File: config.mk
export PLATFORM = sky130hd
export DESIGN_NAME = cbm_ram
export DESIGN_NICKNAME = d
export VERILOG_FILES = /design/src/sv/complex_beamformer_mac_top_defines.svh /design/src/sv/cbm_ram.sv
export SDC_FILE = /design/constraint.sdc
export NUM_CORES = 1
export LEC_CHECK = 0
export BUFFER_PORTS_ARGS = -buffer_cell sky130_fd_sc_hd__buf_2
export CORE_UTILIZATION = 45
export DETAILED_ROUTE_END_ITERATION = 7
export GPL_TIMING_DRIVEN = 0
export SYNTH_ARGS = -nofsm -noshare
export SYNTH_HDL_FRONTEND = slang
export SYNTH_SLANG_ARGS = --single-unit
File: constraint.sdc
create_clock -name i_clk -period 3.95 [get_ports i_clk]
set_input_delay 0.5925 -clock i_clk [delete_from_list [all_inputs] [get_ports i_clk]]
set_output_delay 0.5925 -clock i_clk [all_outputs]
set_load 0.03 [all_outputs]
File: src/sv/complex_beamformer_mac_top_defines.svh
// ----------------------------------------------------------------------------
// complex_beamformer_mac_top_defines.svh
// assertion macros for the beamformer rtl
// ----------------------------------------------------------------------------
`ifndef COMPLEX_BEAMFORMER_MAC_TOP_DEFINES_SVH
`define COMPLEX_BEAMFORMER_MAC_TOP_DEFINES_SVH

`ifndef NO_ASSERTIONS

// property that must hold at every edge outside reset
`define CBM_ASSERT_IMPL(lbl, clk, rst_n, prop) \
    lbl: assert property (@(posedge clk) disable iff (!rst_n) prop) \
        else $error("cbm assertion failed");

// condition in one cycle implies a result in the next
`define CBM_ASSERT_NEXT(lbl, clk, rst_n, cond, nxt) \
    lbl: assert property (@(posedge clk) disable iff (!rst_n) (cond) |=> (nxt)) \
        else $error("cbm assertion failed");

`else

`define CBM_ASSERT_IMPL(lbl, clk, rst_n, prop)
`define CBM_ASSERT_NEXT(lbl, clk, rst_n, cond, nxt)

`endif

`endif

File: src/sv/cbm_ram.sv
// ----------------------------------------------------------------------------
// cbm_ram
// generic single write, single read ram with registered read data
// ----------------------------------------------------------------------------
module cbm_ram #(
    parameter int WIDTH = 32,
    parameter int DEPTH = 16,
    localparam int ADDR_W = (DEPTH > 1) ? $clog2(DEPTH) : 1
) (
    input  logic              i_clk,
    input  logic              i_wr_en,
    input  logic [ADDR_W-1:0] i_wr_addr,
    input  logic [WIDTH-1:0]  i_wr_data,
    input  logic              i_rd_en,
    input  logic [ADDR_W-1:0] i_rd_addr,
    output logic [WIDTH-1:0]  o_rd_data
);

    logic [WIDTH-1:0] r_mem [DEPTH];
    logic [WIDTH-1:0] r_rd_data;

    always_ff @(posedge i_clk) begin
        if (i_wr_en) begin
            r_mem[i_wr_addr] <= i_wr_data;
        end
        if (i_rd_en) begin
            r_rd_data <= r_mem[i_rd_addr];
        end
    end

    assign o_rd_data = r_rd_data;

endmodule
======== After elaboration in Yosys (flattened, before gate mapping) ========
Memory sizes are Yosys's and may differ from the RTL's. A register that Yosys moved wholly into a read port is not among the register bits.
Cells that the tools add are included.
word-level totals
  register bits after elaboration ......... 0
  bits in writable memories ............... 512
  input port bits ......................... 43
  output and inout bits ................... 32
  logic and storage cells ................. 3
  memories kept ........................... 1
cells by class
  muxes and demuxes ....................... 2
memory list
  memory  words  width  read ports  clocked after Yosys merged registers in  wr ports  RTL line       RTL
  r_mem   16     32     1           1                                        1         cbm_ram.sv:19  logic [WIDTH-1:0] r_mem [DEPTH];
operator list
  kind               count
  1-bit two-way mux  2

======== Logic depth before layout (Yosys ltp) ========
Gate-level depths: netlist of run 1.
  depth after elaboration ................. 2
  gate-level depth with buffers ........... 5
  mapped depth without buffers ............ 3

======== Worst setup path before layout of run 1 ========
No wires, ideal clock.
  path type ............................... input port to flip-flop
  start ................................... in i_wr_addr[2]
  end ..................................... mem r_mem[0][0] (enable)
  setup time .............................. 0.461 ns
  arrival ................................. 3.311 ns
  data required time ...................... 3.489 ns
  setup slack ............................. 0.178 ns
  stages .................................. 2
  path buffers ............................ 0
  cell sequence ........................... or3b_2 nor3_1
RTL lines
  what             RTL line       RTL
  start, declared  cbm_ram.sv:12  input logic [ADDR_W-1:0] i_wr_addr,
  end, declared    cbm_ram.sv:19
No word-level cell before the write port.

======== Worst setup path after layout of run 1 ========
  start ................................... in i_wr_addr[2]
  end ..................................... mem r_mem[0][13] (enable)
No word-level cell before the write port.

==> results of run 1 <==
cells in the mapped netlist:
library cell    n  area (um2)
nor3_1          4        20.0
mux4_2        128        2880
nand3_1         1        5.00
edfxtp_1      544       16300
and2_1          1        6.26
nor2_1         13        48.8
nand3b_1        2        15.0
buf_1           9        33.8
nand2_1        33         124
nor2b_1         2        12.5
or3b_2          1        8.76
buf_6           2        22.5
buf_2           4        20.0
buf_4          11        82.6
a22oi_1        64         480
nand2b_1        2        12.5
clkbuf_1       17        63.8
worst max path at each step:
stage                       from                endpoint  slack (ps)  cells after the start
finish              i_wr_addr[2]  r_mem[0][13]$_DFFE_PP_        1660                      5
global route        i_wr_addr[2]  r_mem[0][13]$_DFFE_PP_        1570                      5
CTS                 i_wr_addr[2]  r_mem[0][13]$_DFFE_PP_        1640                      5
detailed placement  i_wr_addr[2]  r_mem[0][15]$_DFFE_PP_        1010                      5
global placement    i_wr_addr[2]  r_mem[0][13]$_DFFE_PP_       -2610                      3
floorplan           i_wr_addr[2]   r_mem[0][0]$_DFFE_PP_         180                      2
state kept, by name, indices dropped and copies added, names as in the netlist:
name / flops
r_mem: 512
o_rd_data: 32
metrics by stage:
stage               cells  cell area [um2]  hold slack [ps]  setup TNS [ps]
floorplan             838            20200              691               0
global placement     1502            21300              724         -482180
detailed placement   1528            21800              736               0
CTS                  1631            23600              346               0
global route         1631            23600              355               0
finish               1632            23600              376               0
area by class of cell:
| cell class | count | area, um2 |
|---|---|---|
| Multi-Input combinational cell | 251 | 3730 |
| Fill cell | 3364 | 20700 |
| Buffer | 43 | 223 |
| Timing Repair Buffer | 98 | 785 |
| Tap cell | 592 | 741 |
| Antenna cell | 1 | 2.50 |
| Clock buffer | 72 | 1480 |
| Sequential cell | 544 | 16300 |
| Clock inverter | 31 | 259 |
power by group:
| group | internal [mW] | switching (mW) |
|---|---|---|
| registers | 6.50 | 0.0283 |
| logic | 0.238 | 0.402 |
| clock network | 2.91 | 2.13 |
| total | 9.65 | 2.56 |
worst register-to-register path: stages (launching register included):
cell	delay [ps]
edfxtp_1	350
mux4_2	460
a22oi_1	290
nand2_1	170
logic make-up after synthesis:
family,after synthesis,share of synthesized area (%)
AO/OA/AOI/OAI,64,2.38
buffers and inverters,43,1.10
flip-flops,544,81.0
multiplexers,128,14.3
AND/OR/NAND/NOR,59,1.25
layer usage:
| metal | part of all wire, % | global-route usage (%) |
|---|---|---|
| met1 | 44 | 28.0 |
| met2 | 50 | 32.7 |
| met3 | 5.3 | 3.91 |
| met4 | 1.6 | 4.75 |
| met5 | 0 | 0 |
==> flow_summary.toml, run 1 <==
[run_status]
status = "finished, final reports clean"

[timing]
layout_setup_ws_ps = 1660
relSlewSlack_pct = 33.0
worst_pin_slew_ps = 1000
post-route-min-period_ps = 2290
final.period_utilization_pct = 58.0
fin_skew_ps = 13.7
fmax_ghz = 0.436
setup_viol = 0
drv_slew = 0
finalHoldViolCount = 0
rsz0062_at_grt = "no"

[die]
fp.dieH_um = 214
pin_count = 75
initial_utilization_pct = 45.6
design.core.area_um2 = 44200
fp.dieW_um = 214
die_area_um2 = 45700
num_rows = 77

[worst_setup_path]
cp.arrival_ps = 2570
crit_family = "simple AND/OR/NAND/NOR gates"
path_max_fanout = 9
rr_startpoint = "r_mem[11][22]$_DFFE_PP_"
worstReg2RegEnd = "o_rd_data[22]$_DFFE_PP_"
cp_num_buf_inv = 3
crit_type = "in -> reg"
worst-endpoint-required_ps = 4230
slowest_delay_ps = 750
crit_path_top_delay_cell = "nor3_2"
worst_setup_path_start_kind = "input port"
crit_chain = "buf_2 > or3b_2 > nor3_2 > buf_6 > buf_4"
rrSetupSlack_ps = 2400
endpoint_kind = "flop"
r2r_cells = 3

[grt]
grt-ovfl-total = 0
track_usage_pct = 20.0
grt_antenna_before_repair = 1
grt_pass1_wl_um = 64200
grt_pass1_vias = 9656
grt_max_degree = 33

[cts]
cts_hold_buf = 0
clock_sinks = 544
clkSlewWorstSetupHoldPaths_ps = 60
post_cts_buffers = 0
numCtsBuffers = 55
clk_path_buf_depth = 3
cts-htree-levels = 2
cts-root-buf = "clkbuf_16"
cts_resized = 0
cts_tree = "done"
clk_latency_ps = 600

[worst_hold_path]
holdCritStartpoint = "i_wr_data[24]"
min_to = "r_mem[15][24]$_DFFE_PP_"
holdPathStages = 1
hold_path.class = "in -> reg"

[route]
ant_nets = 0
drt_first_pass_iters = 5
drc = 0
drt_wl_total_um = 43400
num_vias = 9231
wl_per_cell_um = 26.6
vias_per_cell = 5.66
drtIter0Drc = 921

[power]
ir_drop_mv = 0.338
leakagePower_nw = 7.51
p_per_area_nw_per_um2 = 518
total_power_mw = 12.2

[run]
cap_violations = 0

[placed_design]
port_buffers = 72
pre_cts_slack_ps = 1010
dp_hpwl_um = 26300
gp_congestion = 0.700

[synth]
syn_avg_cell_area_um2 = 24.1
ys_warn_count = 0
synthCells = 838
yosysUniqueCellTypes = 17
synth_seq_area_share_pct = 81.0
synth_seq_cells = 544
synth.cell_area_um2 = 20200
syn_nets = 881

[cells_and_area]
nets = 1036
drive_gt1_share_pct = 32.6
final_cell_mix = "edfxtp_1 (544), mux4_2 (128), buf_2 (76)"
syn2layout_area_growth_pct = 16.8
final_common_cell = "edfxtp_1"
utilization_pct = 53.3
No activity file was read; power rests on OpenSTA's default activity.
==> run 2, diff against run 1 <==
==> constraint.sdc (replaced) <==
create_clock -name i_clk -period 2.4 [get_ports i_clk]
set_input_delay 0.36 -clock i_clk [delete_from_list [all_inputs] [get_ports i_clk]]
set_output_delay 0.36 -clock i_clk [all_outputs]
set_load 0.03 [all_outputs]
==> run 2 against run 1 <==
Compared with the run above:
- clock skew grew 3.6 ps
- sequential cell count unchanged
- non-clock buffer count fell by 6
- clock-buffer cell count decreased by 6
- final cell count decreased by 0.61%
- largest cell class unchanged
==> flow_summary.toml, run 2 (synthesized netlist as in run 1, its figures left out) <==
[run_status]
status = "finished, final reports clean"

[worst_setup_path]
worst_setup_path_start_kind = "input port"
timing.critical_path.mode_cell = "buf_16"
crit_type = "in -> reg"
crit_family = "simple AND/OR/NAND/NOR gates"
crit_chain = "buf_2 > nand3b_1 > nor3_4 > buf_16 > buf_16"
path_max_fanout = 13
endpoint_kind = "flop"
worst-endpoint-required_ps = 2690
rr_startpoint = "r_mem[8][21]$_DFFE_PP_"
slowest_delay_ps = 770
r2r_cells = 3
crit_path_top_delay_cell = "nor3_4"
cp.arrival_ps = 2080
rrSetupSlack_ps = 850
cp_num_buf_inv = 3
worstReg2RegEnd = "o_rd_data[21]$_DFFE_PP_"

[power]
seq_power_share_pct = 51.7
clkPwrFrac_pct = 43.2
swShare_pct = 20.2
power_switching_mw = 4.20
total_power_mw = 20.8
intPower_mw = 16.6
leakagePower_nw = 7.60
comb_power_share_pct = 5.1
ir_drop_mv = 0.585
p_per_area_nw_per_um2 = 874

[timing]
finalHoldViolCount = 0
relSlewSlack_pct = 31.5
fin_skew_ps = 17.3
drv_slew = 0
fmax_ghz = 0.559
post-route-min-period_ps = 1790
worst_pin_slew_ps = 1020
rsz0062_at_grt = "no"
final.period_utilization_pct = 74.5
setup_viol = 0

[cells_and_area]
multi_input_area_um2 = 3750
final_common_cell = "edfxtp_1"
ff_latch_area_um2 = 16300
regMostFlops = "r_mem"
n_antenna_cell = 0
nets = 1029
largest_reg_flops = 512
syn2layout_area_growth_pct = 17.9
drive_gt1_share_pct = 32.4
stdcell_count = 1622
n_fill_cell = 3338
final_cell_mix = "edfxtp_1 (544), mux4_2 (128), buf_2 (76)"

[route]
num_vias = 9178
ant_nets = 0
vias_per_cell = 5.66
wl_per_cell_um = 26.5
drt_wl_total_um = 43100
drt_first_pass_iters = 4
drc = 0
drtIter0Drc = 883

[grt]
grt_pass1_vias = 9639
grt-ovfl-total = 0
grt_pass1_wl_um = 63600
grt_max_degree = 33
track_usage_pct = 19.8
grt_antenna_before_repair = 1

[cts]
clk_path_buf_depth = 3
cts_hold_buf = 0
post_cts_buffers = 0
clock_sinks = 544
clk_latency_ps = 590
clkSlewWorstSetupHoldPaths_ps = 60
cts_tree = "done"
cts-root-buf = "clkbuf_16"
numCtsBuffers = 54
cts-htree-levels = 2
cts_resized = 0

[die]
fp.dieW_um = 214
design.core.area_um2 = 44200
initial_utilization_pct = 45.6
die_area_um2 = 45700
fp.dieH_um = 214
pin_count = 75
num_rows = 77

[placed_design]
dp_hpwl_um = 25900
gp_congestion = 0.717
placed_cells = 1522
port_buffers = 72

[run]
cap_violations = 0

[worst_hold_path]
holdPathStages = 1
hold_path.class = "in -> reg"
min_to = "r_mem[8][9]$_DFFE_PP_"
holdCritStartpoint = "i_wr_data[9]"
run 2: worst max-delay path by stage:
| stage | start | end | slack, ps | cells after the start |
|---|---|---|---|---|
| after floorplan | i_wr_addr[2] | r_mem[1][0]$_DFFE_PP_ | -290 | 2 |
| after global placement | i_wr_addr[2] | r_mem[3][2]$_DFFE_PP_ | -2100 | 3 |
| after detailed placement | i_wr_addr[2] | r_mem[8][8]$_DFFE_PP_ | -40 | 5 |
| after CTS | i_wr_addr[2] | r_mem[8][3]$_DFFE_PP_ | 590 | 5 |
| after global routing | i_rd_addr[1] | o_rd_data[11]$_DFFE_PP_ | 520 | 5 |
| final | i_wr_addr[2] | r_mem[8][1]$_DFFE_PP_ | 610 | 5 |
run 2: routing by layer:
layer  global-route usage (%)  vias to the layer above  routed length, um
met5                        0                        -                 11
met4                     5.44                        2                816
met3                     2.91                       58               2320
met2                     30.1                      264              20100
met1                     30.1                     4936              19800
li1                         -                     3918                  -
run 2: worst register-to-register path, delay by kind of cell (launching register included):
| kind | cells | cell delay, ps |
|---|---|---|
| flops | 1 | 370 |
| simple gates | 1 | 150 |
| compound gates | 1 | 280 |
| mux | 1 | 470 |
run 2: power by group through the flow:
stage / sequential [mW] / combinational [mW] / clock [mW]
3_3_place_gp: 11.0 / 1.01 / 0
6_report: 10.7 / 1.06 / 8.98
2_1_floorplan: 11.0 / 0.512 / 0
5_1_grt: 10.8 / 1.14 / 9.47
4_1_cts: 10.8 / 1.08 / 9.13
3_5_place_dp: 11.0 / 1.08 / 0
run 2: cell type report:
class	count	area share (%)
well taps	592	3.11
flip-flops and latches	544	68.7
clock buffers	66	6.14
repair buffers	92	3.50
plain buffers	43	0.936
clock inverters	34	1.85
multi-input cells	251	15.8
run 2: per-stage QoR:
step | TNS (ps) | cell area [um2] | util, % | hold slack (ps) | setup WS [ps]
2_1_floorplan | -27660 | 20200 | - | 459 | -288
3_3_place_gp | -863800 | 21300 | 48.2 | 732 | -2100
3_5_place_dp | -520 | 21900 | 49.5 | 733 | -43.3
4_1_cts | 0 | 23800 | 53.8 | 114 | 591
5_1_grt | 0 | 23800 | 53.8 | 137 | 517
6_report | 0 | 23800 | 53.8 | 138 | 611
